===== config.mk =====
export PLATFORM = sky130hd
export DESIGN_NAME = wormhole_manhattan_shortest_path
export DESIGN_NICKNAME = d
export VERILOG_FILES = /design/src/rtl/core/wms_pkg.sv /design/src/rtl/core/wormhole_manhattan_shortest_path.sv /design/src/rtl/core/wms_ctrl.sv /design/src/rtl/core/wms_datapath.sv
export SDC_FILE = /design/constraint.sdc
export NUM_CORES = 1
export LEC_CHECK = 0
export BUFFER_PORTS_ARGS = -buffer_cell sky130_fd_sc_hd__buf_2
export CAP_MARGIN = 0
export CELL_PAD_IN_SITES_DETAIL_PLACEMENT = 1
export CELL_PAD_IN_SITES_GLOBAL_PLACEMENT = 1
export CORE_AREA = 2 2 393 395
export DETAILED_ROUTE_END_ITERATION = 8
export DIE_AREA = 0 0 395 397
export PLACE_DENSITY = 0.54
export SYNTH_ARGS = -nofsm -noshare
export SYNTH_HDL_FRONTEND = slang
export SYNTH_SLANG_ARGS = --single-unit

===== constraint.sdc =====
create_clock -name clk -period 5.75 [get_ports clk]
set_input_delay 0.575 -clock clk [delete_from_list [all_inputs] [get_ports clk]]
set_output_delay 0.575 -clock clk [all_outputs]
set_load 0.005 [all_outputs]

===== src/rtl/core/wms_pkg.sv =====
// Shared types and constants for the wormhole Manhattan shortest-path block.
// Holds the controller/datapath command and status words; no dependencies.
`default_nettype none

package wms_pkg;

    localparam int TOLL_W = 10;
    localparam int COST_W = 11;
    localparam logic [COST_W-1:0] COST_MAX = 11'h7FF;

    localparam logic FUNC_ENDPOINTS = 1'b0;
    localparam logic FUNC_WORMHOLE  = 1'b1;

    typedef struct packed {
        logic accept;
        logic write_a;
        logic write_b;
        logic init;
        logic latch_first;
        logic next_pass;
        logic pass_run;
        logic res_read;
        logic res_emit;
    } wms_cmd_t;

    typedef struct packed {
        logic item_last;
        logic pass_done;
        logic found;
    } wms_stat_t;

endpackage

`default_nettype wire


===== src/rtl/core/wormhole_manhattan_shortest_path.sv =====
// Top level of the wormhole Manhattan shortest-path block; uses wms_pkg, wms_ctrl, wms_datapath.
// An item that is not last keeps busy high while it is written; no new word is taken until then.
// A last item keeps busy high through init, the search passes (one from the start node, then one
// per node taken off the pending set) and the readout; the done strobe rises as busy falls.
// The search time is set by the relaxation pass, which reads one node per cycle from the node store.
// Reset (rst_n, asynchronous, active low) clears the sequencer, counters and flags; the receiver cannot stall.
`default_nettype none

// A job is an endpoints word followed by wormhole words; the word marked last
// starts a label-correcting search from the start point. Node 0 is the start,
// node 1 the end, nodes 2+2i and 3+2i the two ends of wormhole i. Every pair of
// nodes is joined by its Manhattan distance, and the two ends of a wormhole are
// also joined by its toll.
//
// The search runs in passes. In each pass the current node u is compared against
// every stored node v through a three-stage pipe (read, edge cost, relax). The
// lowest node still pending when its turn in the pass comes is captured as the
// next u, so no separate search over the pending flags is needed. When no node
// is pending at the end of a pass, the distance of the end point is read out,
// saturated to the result width and presented for one cycle with done high.
//
// Wormhole words beyond MAX_WORMHOLES are dropped and reported through too_many.
module wormhole_manhattan_shortest_path
    import wms_pkg::*;
#(
    parameter int MAX_WORMHOLES = 8,
    parameter int COORD_BITS    = 10
)
(
    input  logic                  clk,
    input  logic                  rst_n,
    input  logic                  start,
    output logic                  busy,
    input  logic                  func,
    input  logic [COORD_BITS-1:0] ax,
    input  logic [COORD_BITS-1:0] ay,
    input  logic [COORD_BITS-1:0] bx,
    input  logic [COORD_BITS-1:0] by,
    input  logic [TOLL_W-1:0]     toll,
    input  logic                  last,
    output logic                  done,
    output logic [COST_W-1:0]     min_cost,
    output logic                  too_many
);

    // Commands from the sequencer and status back from the datapath.
    wms_cmd_t  cmd;
    wms_stat_t stat;

    // The sequencer decides when a word is taken (start while not busy) and
    // steps through loading, the search passes and the result readout.
    wms_ctrl u_ctrl (
        .clk   (clk),
        .rst_n (rst_n),
        .start (start),
        .stat  (stat),
        .cmd   (cmd),
        .busy  (busy)
    );

    // The datapath holds the node and distance stores, the pending flags and
    // the relaxation pipe, and registers the result for its one-cycle strobe.
    wms_datapath #(
        .MAX_WORMHOLES (MAX_WORMHOLES),
        .COORD_BITS    (COORD_BITS)
    ) u_datapath (
        .clk      (clk),
        .rst_n    (rst_n),
        .cmd      (cmd),
        .stat     (stat),
        .func     (func),
        .ax       (ax),
        .ay       (ay),
        .bx       (bx),
        .by       (by),
        .toll     (toll),
        .last     (last),
        .done     (done),
        .min_cost (min_cost),
        .too_many (too_many)
    );

endmodule

`default_nettype wire


===== src/rtl/core/wms_ctrl.sv =====
// Sequencer for the wormhole shortest-path block: load, search passes, result.
// Depends on wms_pkg for the command and status words.
`default_nettype none

module wms_ctrl
    import wms_pkg::*;
(
    input  logic      clk,
    input  logic      rst_n,
    input  logic      start,
    input  wms_stat_t stat,
    output wms_cmd_t  cmd,
    output logic      busy
);

    localparam logic [3:0] S_IDLE  = 4'd0;
    localparam logic [3:0] S_WR_A  = 4'd1;
    localparam logic [3:0] S_WR_B  = 4'd2;
    localparam logic [3:0] S_INIT  = 4'd3;
    localparam logic [3:0] S_FIRST = 4'd4;
    localparam logic [3:0] S_PASS  = 4'd5;
    localparam logic [3:0] S_CHECK = 4'd6;
    localparam logic [3:0] S_RES1  = 4'd7;
    localparam logic [3:0] S_RES2  = 4'd8;

    logic [3:0] state_reg;
    logic [3:0] state_next;

    always_comb
    begin
        state_next = state_reg;
        cmd        = '0;
        unique case (state_reg)
            S_IDLE:
            begin
                if (start)
                begin
                    cmd.accept = 1'b1;
                    state_next = S_WR_A;
                end
            end
            S_WR_A:
            begin
                cmd.write_a = 1'b1;
                state_next  = S_WR_B;
            end
            S_WR_B:
            begin
                cmd.write_b = 1'b1;
                state_next  = stat.item_last ? S_INIT : S_IDLE;
            end
            S_INIT:
            begin
                cmd.init   = 1'b1;
                state_next = S_FIRST;
            end
            S_FIRST:
            begin
                cmd.latch_first = 1'b1;
                state_next      = S_PASS;
            end
            S_PASS:
            begin
                cmd.pass_run = 1'b1;
                if (stat.pass_done)
                    state_next = S_CHECK;
            end
            S_CHECK:
            begin
                if (stat.found)
                begin
                    cmd.next_pass = 1'b1;
                    state_next    = S_PASS;
                end
                else
                begin
                    state_next = S_RES1;
                end
            end
            S_RES1:
            begin
                cmd.res_read = 1'b1;
                state_next   = S_RES2;
            end
            S_RES2:
            begin
                cmd.res_emit = 1'b1;
                state_next   = S_IDLE;
            end
            default:
            begin
                state_next = S_IDLE;
            end
        endcase
    end

    always_ff @(posedge clk or negedge rst_n)
    begin
        if (!rst_n)
            state_reg <= S_IDLE;
        else
            state_reg <= state_next;
    end

    assign busy = (state_reg != S_IDLE);

endmodule

`default_nettype wire


===== src/rtl/core/wms_datapath.sv =====
// Datapath for the wormhole shortest-path block: node store, distance store,
// pending flags and the three-stage relaxation pipe. Depends on wms_pkg.
`default_nettype none

module wms_datapath
    import wms_pkg::*;
#(
    parameter int MAX_WORMHOLES = 8,
    parameter int COORD_BITS    = 10
)
(
    input  logic                  clk,
    input  logic                  rst_n,
    input  wms_cmd_t              cmd,
    output wms_stat_t             stat,
    input  logic                  func,
    input  logic [COORD_BITS-1:0] ax,
    input  logic [COORD_BITS-1:0] ay,
    input  logic [COORD_BITS-1:0] bx,
    input  logic [COORD_BITS-1:0] by,
    input  logic [TOLL_W-1:0]     toll,
    input  logic                  last,
    output logic                  done,
    output logic [COST_W-1:0]     min_cost,
    output logic                  too_many
);

    localparam int N      = 2 * MAX_WORMHOLES + 2;
    localparam int IDXW   = $clog2(N);
    localparam int CNTW   = $clog2(N + 1);
    localparam int HCW    = $clog2(MAX_WORMHOLES + 1);
    localparam int EDGE_W = COORD_BITS + 1;
    localparam int DW     = COORD_BITS + 2;
    localparam int EW     = (EDGE_W > TOLL_W) ? EDGE_W : TOLL_W;
    localparam int SW     = (DW > COST_W) ? DW : COST_W;
    localparam int NW     = 2 * COORD_BITS + TOLL_W;
    localparam logic [DW-1:0] INF = '1;

    // Latched input word.
    logic                  it_func_reg;
    logic [COORD_BITS-1:0] it_ax_reg;
    logic [COORD_BITS-1:0] it_ay_reg;
    logic [COORD_BITS-1:0] it_bx_reg;
    logic [COORD_BITS-1:0] it_by_reg;
    logic [TOLL_W-1:0]     it_toll_reg;
    logic                  it_last_reg;

    logic [HCW-1:0]        hole_cnt_reg;
    logic                  ovf_reg;

    // Node store: {x, y, toll}; both ends of a wormhole carry its toll.
    logic [NW-1:0]         node_mem [N];
    logic [NW-1:0]         node_rd_reg;
    logic                  node_we;
    logic [IDXW-1:0]       node_wa;
    logic [NW-1:0]         node_wd;
    logic                  node_re;
    logic [IDXW-1:0]       node_ra;

    logic [DW-1:0]         best_mem [N];
    logic [DW-1:0]         best_rd_reg;
    logic                  best_we;
    logic [IDXW-1:0]       best_wa;
    logic [DW-1:0]         best_wd;
    logic                  best_re;
    logic [IDXW-1:0]       best_ra;

    logic [N-1:0]          valid_reg;
    logic [N-1:0]          pend_reg;
    logic [CNTW-1:0]       used_reg;
    logic [CNTW-1:0]       iss_reg;

    logic                  p1_vld_reg;
    logic [IDXW-1:0]       p1_idx_reg;
    logic                  p2_vld_reg;
    logic [IDXW-1:0]       p2_idx_reg;
    logic [EDGE_W-1:0]     p2_edge_reg;
    logic [DW-1:0]         p2_best_reg;
    logic [COORD_BITS-1:0] p2_x_reg;
    logic [COORD_BITS-1:0] p2_y_reg;
    logic [TOLL_W-1:0]     p2_toll_reg;

    logic [IDXW-1:0]       u_idx_reg;
    logic [COORD_BITS-1:0] u_x_reg;
    logic [COORD_BITS-1:0] u_y_reg;
    logic [TOLL_W-1:0]     u_toll_reg;
    logic [DW-1:0]         u_best_reg;

    logic                  found_reg;
    logic [IDXW-1:0]       nu_idx_reg;
    logic [COORD_BITS-1:0] nu_x_reg;
    logic [COORD_BITS-1:0] nu_y_reg;
    logic [TOLL_W-1:0]     nu_toll_reg;
    logic [DW-1:0]         nu_best_reg;

    logic                  done_reg;
    logic [COST_W-1:0]     min_cost_reg;
    logic                  too_many_reg;

    logic                  store_ok;
    logic [IDXW-1:0]       base_idx;
    logic [IDXW-1:0]       wr_a_idx;
    logic                  issue;

    logic [COORD_BITS-1:0] rd_x;
    logic [COORD_BITS-1:0] rd_y;
    logic [TOLL_W-1:0]     rd_toll;
    logic [COORD_BITS-1:0] dx;
    logic [COORD_BITS-1:0] dy;
    logic [EDGE_W-1:0]     man;
    logic                  same_hole;
    logic                  toll_lt;
    logic [EDGE_W-1:0]     edge_a;
    logic [DW-1:0]         best_a;

    logic [DW-1:0]         cand;
    logic                  upd;
    logic                  pend_fin;
    logic                  first;
    logic [COST_W-1:0]     sat_cost;

    // Load addressing.
    assign store_ok = (it_func_reg == FUNC_ENDPOINTS) ||
                      (hole_cnt_reg < HCW'(MAX_WORMHOLES));
    assign base_idx = IDXW'({hole_cnt_reg, 1'b0}) + IDXW'(2);
    assign wr_a_idx = (it_func_reg == FUNC_ENDPOINTS) ? '0 : base_idx;
    assign issue    = (iss_reg < used_reg);

    assign node_we = (cmd.write_a || cmd.write_b) && store_ok;
    assign node_wa = cmd.write_b ? (wr_a_idx + IDXW'(1)) : wr_a_idx;
    assign node_wd = cmd.write_b ? {it_bx_reg, it_by_reg, it_toll_reg}
                                 : {it_ax_reg, it_ay_reg, it_toll_reg};
    assign node_re = cmd.init || (cmd.pass_run && issue);
    assign node_ra = cmd.init ? '0 : iss_reg[IDXW-1:0];

    always_ff @(posedge clk)
    begin
        if (node_we)
            node_mem[node_wa] <= node_wd;
        if (node_re)
            node_rd_reg <= node_mem[node_ra];
    end

    assign rd_x    = node_rd_reg[NW-1 -: COORD_BITS];
    assign rd_y    = node_rd_reg[TOLL_W +: COORD_BITS];
    assign rd_toll = node_rd_reg[TOLL_W-1:0];

    // Stage A: edge cost from the current node u to the node just read.
    assign dx  = (u_x_reg > rd_x) ? (u_x_reg - rd_x) : (rd_x - u_x_reg);
    assign dy  = (u_y_reg > rd_y) ? (u_y_reg - rd_y) : (rd_y - u_y_reg);
    assign man = EDGE_W'(dx) + EDGE_W'(dy);
    assign same_hole = (u_idx_reg >= IDXW'(2)) && (p1_idx_reg >= IDXW'(2)) &&
                       (u_idx_reg[IDXW-1:1] == p1_idx_reg[IDXW-1:1]) &&
                       (u_idx_reg != p1_idx_reg);
    assign toll_lt = (EW'(u_toll_reg) < EW'(man));
    assign edge_a  = (same_hole && toll_lt) ? EDGE_W'(u_toll_reg) : man;
    assign best_a  = valid_reg[p1_idx_reg] ? best_rd_reg : INF;

    // Stage B: relax and track the lowest node left pending after this pass.
    assign cand     = u_best_reg + DW'(p2_edge_reg);
    assign upd      = p2_vld_reg && (cand < p2_best_reg);
    assign pend_fin = upd || pend_reg[p2_idx_reg];
    assign first    = p2_vld_reg && pend_fin && !found_reg;

    assign best_we = cmd.init || upd;
    assign best_wa = cmd.init ? '0 : p2_idx_reg;
    assign best_wd = cmd.init ? '0 : cand;
    assign best_re = (cmd.pass_run && issue) || cmd.res_read;
    assign best_ra = cmd.res_read ? IDXW'(1) : iss_reg[IDXW-1:0];

    always_ff @(posedge clk)
    begin
        if (best_we)
            best_mem[best_wa] <= best_wd;
        if (best_re)
            best_rd_reg <= best_mem[best_ra];
    end

    assign sat_cost = (SW'(best_rd_reg) > SW'(COST_MAX)) ? COST_MAX
                                                         : COST_W'(best_rd_reg);

    // Control state.
    always_ff @(posedge clk or negedge rst_n)
    begin
        if (!rst_n)
        begin
            hole_cnt_reg <= '0;
            ovf_reg      <= 1'b0;
            valid_reg    <= '0;
            pend_reg     <= '0;
            used_reg     <= '0;
            iss_reg      <= '0;
            p1_vld_reg   <= 1'b0;
            p2_vld_reg   <= 1'b0;
            found_reg    <= 1'b0;
            done_reg     <= 1'b0;
        end
        else
        begin
            done_reg <= cmd.res_emit;
            if (cmd.write_a)
            begin
                if (it_func_reg == FUNC_ENDPOINTS)
                begin
                    hole_cnt_reg <= '0;
                    ovf_reg      <= 1'b0;
                end
                else if (!store_ok)
                begin
                    ovf_reg <= 1'b1;
                end
            end
            if (cmd.write_b && (it_func_reg == FUNC_WORMHOLE) && store_ok)
                hole_cnt_reg <= hole_cnt_reg + HCW'(1);
            if (cmd.res_emit)
            begin
                hole_cnt_reg <= '0;
                ovf_reg      <= 1'b0;
            end
            if (cmd.init)
            begin
                // Only the start node holds a distance when the search opens.
                valid_reg    <= N'(1);
                pend_reg     <= '0;
                used_reg     <= CNTW'({hole_cnt_reg, 1'b0}) + CNTW'(2);
            end
            if (cmd.latch_first || cmd.next_pass)
            begin
                iss_reg    <= '0;
                found_reg  <= 1'b0;
                p1_vld_reg <= 1'b0;
                p2_vld_reg <= 1'b0;
            end
            if (cmd.pass_run)
            begin
                iss_reg    <= iss_reg + CNTW'(issue);
                p1_vld_reg <= issue;
                p2_vld_reg <= p1_vld_reg;
                if (upd)
                    valid_reg[p2_idx_reg] <= 1'b1;
                if (p2_vld_reg)
                    pend_reg[p2_idx_reg] <= pend_fin && !first;
                if (first)
                    found_reg <= 1'b1;
            end
        end
    end

    // Payload registers.
    always_ff @(posedge clk)
    begin
        if (cmd.accept)
        begin
            it_func_reg <= func;
            it_ax_reg   <= ax;
            it_ay_reg   <= ay;
            it_bx_reg   <= bx;
            it_by_reg   <= by;
            it_toll_reg <= toll;
            it_last_reg <= last;
        end
        if (cmd.latch_first)
        begin
            u_idx_reg  <= '0;
            u_x_reg    <= rd_x;
            u_y_reg    <= rd_y;
            u_toll_reg <= rd_toll;
            u_best_reg <= '0;
        end
        if (cmd.next_pass)
        begin
            u_idx_reg  <= nu_idx_reg;
            u_x_reg    <= nu_x_reg;
            u_y_reg    <= nu_y_reg;
            u_toll_reg <= nu_toll_reg;
            u_best_reg <= nu_best_reg;
        end
        if (cmd.pass_run)
        begin
            p1_idx_reg  <= iss_reg[IDXW-1:0];
            p2_idx_reg  <= p1_idx_reg;
            p2_edge_reg <= edge_a;
            p2_best_reg <= best_a;
            p2_x_reg    <= rd_x;
            p2_y_reg    <= rd_y;
            p2_toll_reg <= rd_toll;
        end
        if (cmd.pass_run && first)
        begin
            nu_idx_reg  <= p2_idx_reg;
            nu_x_reg    <= p2_x_reg;
            nu_y_reg    <= p2_y_reg;
            nu_toll_reg <= p2_toll_reg;
            nu_best_reg <= upd ? cand : p2_best_reg;
        end
        if (cmd.res_emit)
        begin
            min_cost_reg <= sat_cost;
            too_many_reg <= ovf_reg;
        end
    end

    assign stat.item_last = it_last_reg;
    assign stat.pass_done = !issue && !p1_vld_reg && !p2_vld_reg;
    assign stat.found     = found_reg;

    assign done     = done_reg;
    assign min_cost = min_cost_reg;
    assign too_many = too_many_reg;

endmodule

`default_nettype wire


# Word-level counts from Yosys, hierarchy flattened
# Memories as Yosys holds them, arrays and structs flattened. A register that Yosys moved wholly into a read port is not among the register bits.
# Index checks and enable logic that the tools add are counted.
# Widths: inputs -> output; s select.
[classes]
n_addsub = 10
n_lt_le_gt_ge = 12
eq_ne = 14
n_mux = 70
bitwise_logic = 2
reduce_logical = 37
[ops]
columns = ["cell", "n"]
rows = [
  ["$mux 18", 6],
  ["$mux 10", 9],
  ["$mux 12", 4],
  ["$mux 5", 9],
  ["$sub 10x10->10", 4],
  ["$pmux 4 s8", 1],
  ["$mux 30", 1],
  ["$mux 1", 28],
  ["$mux 4", 6],
  ["$gt 10x10->1", 2],
  ["$bwmux 18", 1],
  ["$or 18x18->18", 1],
  ["$eq 4x3->1 const B", 4],
  ["$logic_and 1x1->1", 16],
  ["$add 12x11->12", 1],
  ["$gt 12x11->1 const B", 1],
  ["$lt 12x12->1", 1],
  ["$lt 5x6->1 const B", 2],
  ["$add 10x10->11", 1],
  ["$lt 10x11->1", 1],
  ["$bmux 1 s5", 2],
  ["$ge 5x2->1 const B", 2],
  ["$eq 4x2->1 const B", 2],
  ["$logic_or 1x1->1", 7],
  ["other kinds (22)", 33],
]
[totals]
reg_bits = 280
ramBits = 756
input_bits = 55
n_memories = 2
[mem_list]
columns = ["memory", "words", "word_bits", "read_ports", "rd_clocked_by_memory_dff", "write_ports", "line", "rtl"]
rows = [
  ["u_datapath.node_mem", 18, 30, 1, 1, 1, "wms_datapath.sv:52", "logic [NW-1:0] node_mem [N];"],
  ["u_datapath.best_mem", 18, 12, 1, 1, 1, "wms_datapath.sv:60", "logic [DW-1:0] best_mem [N];"],
]

# Longest topological paths before layout
[depth]
word_depth = 11
depth_mapped = 25

# Cells and area by module
# Synthesis repeated with hierarchy kept, for this count alone.
[unflattened]
cells_unflattened = 2580
area_unflattened_um2 = 43933.4
[modules_own_cells]
columns = ["mod", "n_inst", "cells_per_inst", "area_per_inst_um2", "seq_area_each_um2"]
rows = [
  ["wms_datapath", 1, 2546, 43659.4, 31950.6],
  ["wms_ctrl", 1, 34, 274.0, 100.1],
]

# Worst setup path before layout
# No wires, ideal clock.
[synth_path]
kind = "register to register"
startpoint = "register u_ctrl.state_reg[1]"
endpoint = "register u_datapath.nu_best_reg[0] (enable)"
setup_ns = 0.451
arrival_ns = 5.289
setup_slack_ns = 0.010
path_stages_with_launch = 8
path_buffers = 2
synth_period_minus_slack_ns = 5.740
path_cell_list = "dfrtp_1 -> buf_2 -> nor2b_1 -> nand2_1 -> inv_1 -> buf_1 -> o21ai_0 -> nor2_1"
[synth_via]
elab_chain_cells = 3
[synth_rtl]
columns = ["item", "line", "rtl"]
rows = [
  ["start: declaration", "wms_ctrl.sv:26", "logic [3:0] state_reg;"],
  ["start signal: assignment", "wms_ctrl.sv:102", "state_reg <= state_next;"],
  ["$eq 4x3->1", "wms_ctrl.sv:33", "unique case (state_reg)"],
  ["$mux 1", "wms_ctrl.sv:33", ""],
  ["$logic_and 1x1->1", "wms_datapath.sv:288", "if (cmd.pass_run && first)"],
  ["end signal: assignment", "wms_datapath.sv:294", "nu_best_reg <= upd ? cand : p2_best_reg;"],
  ["end: declaration", "wms_datapath.sv:94", "logic [DW-1:0] nu_best_reg;"],
]
# No other way between the ends.
# A chain may end at the register's enable or synchronous reset.

# Final worst setup path
[layout_path]
startpoint = "register u_datapath.u_x_reg[0]"
endpoint = "register u_datapath.p2_edge_reg[1], data pin"
[layout_via]
elab_chain_cells = 6
elab_cells_between_ends = 8
cone_classes = "add/sub: 3; order compare: 2; mux: 2; reduce/logical: 1"
[layout_rtl]
columns = ["item", "line", "rtl"]
rows = [
  ["start: declaration", "wms_datapath.sv:84", "logic [COORD_BITS-1:0] u_x_reg;"],
  ["start signal: assignment", "wms_datapath.sv:265", "u_x_reg <= rd_x;"],
  ["start signal: assignment", "wms_datapath.sv:273", "u_x_reg <= nu_x_reg;"],
  ["$sub 10x10->10 / $gt 10x10->1 (equally long branches)", "wms_datapath.sv:149", "assign dx = (u_x_reg > rd_x) ? (u_x_reg - rd_x) : (rd_x - u_x_reg);"],
  ["$mux 10 *", "wms_datapath.sv:149", ""],
  ["$add 10x10->11 *", "wms_datapath.sv:151", "assign man = EDGE_W'(dx) + EDGE_W'(dy);"],
  ["$lt 10x11->1", "wms_datapath.sv:155", "assign toll_lt = (EW'(u_toll_reg) < EW'(man));"],
  ["$logic_and 1x1->1", "wms_datapath.sv:156", "assign edge_a = (same_hole && toll_lt) ? EDGE_W'(u_toll_reg) : man;"],
  ["$mux 10 *", "wms_datapath.sv:156", ""],
  ["net u_datapath.edge_a[1]", "wms_datapath.sv:113", "logic [EDGE_W-1:0] edge_a;"],
  ["end signal: assignment", "wms_datapath.sv:282", "p2_edge_reg <= edge_a;"],
  ["end: declaration", "wms_datapath.sv:77", "logic [EDGE_W-1:0] p2_edge_reg;"],
]
# The timed path passes the listed nets; every way through them passes the cells marked *.

==> flow_summary.toml <==
[run_status]
status = "finished clean"

[route]
drc = 0
drt_iter0_drc = 1870
wl_um = 131000
dr.pass1.iters = 5
drt-vias-per-instance = 4.97
drtAntennaViolNets = 0
routedWlPerCell_um = 23.7
dr_total_vias = 27500

[cts]
numCtsBuffers = 120
clk_pin_slew_ns = 0.06
clockBufferDepth = 3
cts_max_level = 3
cts_tree = "built"
cts_num_sinks = 1077
clk_latency_ns = 0.76
ctsRootBufferMaster = "clkbuf_16"

[synth]
ys_seq_area_share_pct = 70.6
synth_top_area_cell = "edfxtp_1"
netlist_instances = 3220
synth_edf_count = 1019
yosysWarningCount = 0
synth.distinct_cells = 73
yosys-top-cells-count = "edfxtp_1 (1,019), nand2_1 (446), a21oi_1 (169)"
syn_area_per_cell_um2 = 14.1
synthArstFlopShare_pct = 5.39
synth_nets = 3366
netlist_area_um2 = 45400
synth_ff_type = "edfxtp_1"
yosysMostFrequentCell = "edfxtp_1"
synth_top_area_share_pct = 67.4
synthTopCellsByArea = "edfxtp_1 (67%), nand2_1 (3.7%), dfrtp_1 (3.2%)"
ys_ff_latch = 1077

[pwr]
power_leakage_nw = 18.2
ir_drop_mv = 0.476
p_total_w = 0.0300
p_per_area_nw_per_um2 = 564

[floorplanning]
coreArea_um2 = 153000
die_h_um = 397
rows = 144
start_util_pct = 29.7
die_x_um = 395
dieArea_um2 = 157000
ios = 69

[sta]
fmax_ghz = 0.182
worst_pin_slew_ns = 1.17
max-slew-margin-rel_pct = 21.8
fin_skew_ns = 0.0712
finalCriticalPeriod_ns = 5.48
timing.final.crit_share_pct = 95.4
hold_viol_final = 0
finalSetupViolations = 0
slew_viol_final = 0

[finish]
syn_to_final_growth_pct = 17.2
nets = 3532
stdcell_area_um2 = 53200
drive_gt1_share_pct = 16.0
largest_register_ffs = 540
fin_util_pct = 34.8
layout.cells.non_filler = 5537

[worst_setup_path]
crit_required_ns = 6.26
cp_top_family = "compound AO/OA/AOI/OAI gates"
worstPathBufferInverterCount = 5
cpMostUsedCell = "ha_1"
start_kind = "flop"
cp.arrival_ns = 5.99
slowest_stage = "edfxtp_1"
critPathLaunch = "u_datapath.u_x_reg[0]$_DFFE_PP_"
critPathCaptureType = "flop"
crit_fanout = 3
critical_path_class = "reg2reg"
cpPeakStageDelay_ns = 0.40
r2r-start = "u_datapath.u_x_reg[0]$_DFFE_PP_"

[run]
cap_violations = 0

[global_routing]
grt_util_all_layers_pct = 16.6
grt_pass1_vias = 28800
grt_max_degree = 78
grt_pass1_wl_um = 194000
grt_overflow = 0
antenna_found_initial = 9

[place]
place_hpwl_um = 78300
placed_area_um2 = 48700
finalWeightedCongestion = 0.802
dp_cells = 5258
numPortBuffers = 68

[min_path]
hold_path.class = "in2async"
==> final cells by class <==
type,count,area [um2]
fill,15900,99700
sequential,1077,32100
multi-input combinational,1861,12400
clock buffer,147,3150
tap,2044,2560
timing repair buffer,231,1820
clock inverter,80,870
inverter,95,359
antenna,2,5.00
==> cell families after synthesis <==
| family | share of synthesized area [%] |
|---|---|
| AO/OA/AOI/OAI | 9.26 |
| XOR/XNOR | 0.733 |
| adder cells (fa/ha/maj) | 2.61 |
| buffers and inverters | 2.71 |
| flip-flops | 70.6 |
| multiplexers | 4.33 |
| AND/OR/NAND/NOR | 9.79 |
==> path summary, 6_finish.rpt <==
path | cells after the start | slack (ns) | end
setup / recovery | 25 | 0.27 | u_datapath.p2_edge_reg[1]$_DFFE_PP_
hold / removal | 2 | 0.02 | u_datapath.done$_DFF_PN0_
setup reg to reg | 25 | 0.27 | u_datapath.p2_edge_reg[1]$_DFFE_PP_
hold reg to reg | 0 | 0.39 | u_datapath.nu_toll_reg[5]$_DFFE_PP_
max in group asynchronous | 2 | 5.04 | u_datapath.iss_reg[2]$_DFFE_PN0P_
min in group clk | 1 | 0.09 | u_datapath.it_func_reg$_DFFE_PP_
==> power by group <==
part           leakage [nW]  switching (W)  internal, W
clock network          1.93        0.00328      0.00453
registers              9.98       0.000514       0.0108
logic                  6.33        0.00711      0.00381
total                  18.2         0.0109       0.0191
==> layout by cell type, fill, tap and decap left out, drive strengths merged, types with 8 or more instances in the layout <==
cell	count
edfxtp	1019
nand2	447
buf	185
a21oi	170
nand3	155
a211oi	147
clkbuf	147
o21ai	102
inv	97
nor2	90
ha	85
mux2i	80
and3	75
mux2	67
dfrtp	58
clkinv	55
dlygate4sd3	46
nor2b	43
a31oi	39
and2	36
a2111oi	33
or2	24
nor3	24
a21o	22
xnor2	21
nand2b	21
mux4	18
xor2	17
a221oi	16
o22ai	16
bufinv	14
or3	14
o211ai	10
clkinvlp	9
a32o	8
==> per-layer routing <==
layer / part of all wire, % / up-vias / track usage, %
li1: - / 12500 / -
met1: 47 / 14300 / 23.3
met2: 47 / 516 / 27.0
met3: 3.7 / 177 / 2.04
met4: 2.4 / 2 / 5.21
met5: 0.015 / - / 0
==> metrics by stage <==
stage / setup TNS (ns) / setup WS (ns) / hold slack (ns)
detailed placement: 0 / 0.0944 / 0.406
global placement: 0 / 0.186 / 0.401
floorplan: 0 / 0.00979 / 0.279
CTS: 0 / 0.0328 / 0.00823
finish: 0 / 0.266 / 0.0184
global route: -0.0624 / -0.0323 / 0.0640
==> repair_timing <==
action / CTS / global route
endpoints found under the hold margin: 46 / 0
gates resized for setup: 0 / 9
endpoints found under the setup margin: 0 / 10
buffers inserted: 0 / 4
hold buffers: 46 / 0
==> worst reg2reg max path, stage by stage (launching register included) <==
cell and delay (ns):
edfxtp_1 0.40, inv_1 0.07, ha_1 0.17, inv_1 0.06, fa_1 0.40, a21oi_2 0.19
o211ai_1 0.13, a21o_1 0.23, o41ai_2 0.20, buf_4 0.19, buf_12 0.11, mux2i_1 0.20
xnor2_1 0.18, ha_1 0.29, a211o_1 0.30, o211ai_1 0.14, a21oi_2 0.12, o22ai_2 0.18
xor2_2 0.19, ha_1 0.26, a21o_1 0.18, a21oi_1 0.12, o21ai_0 0.11, a311oi_2 0.33
buf_4 0.18, mux2_2 0.32
Power figures use the tool's default switching activity.
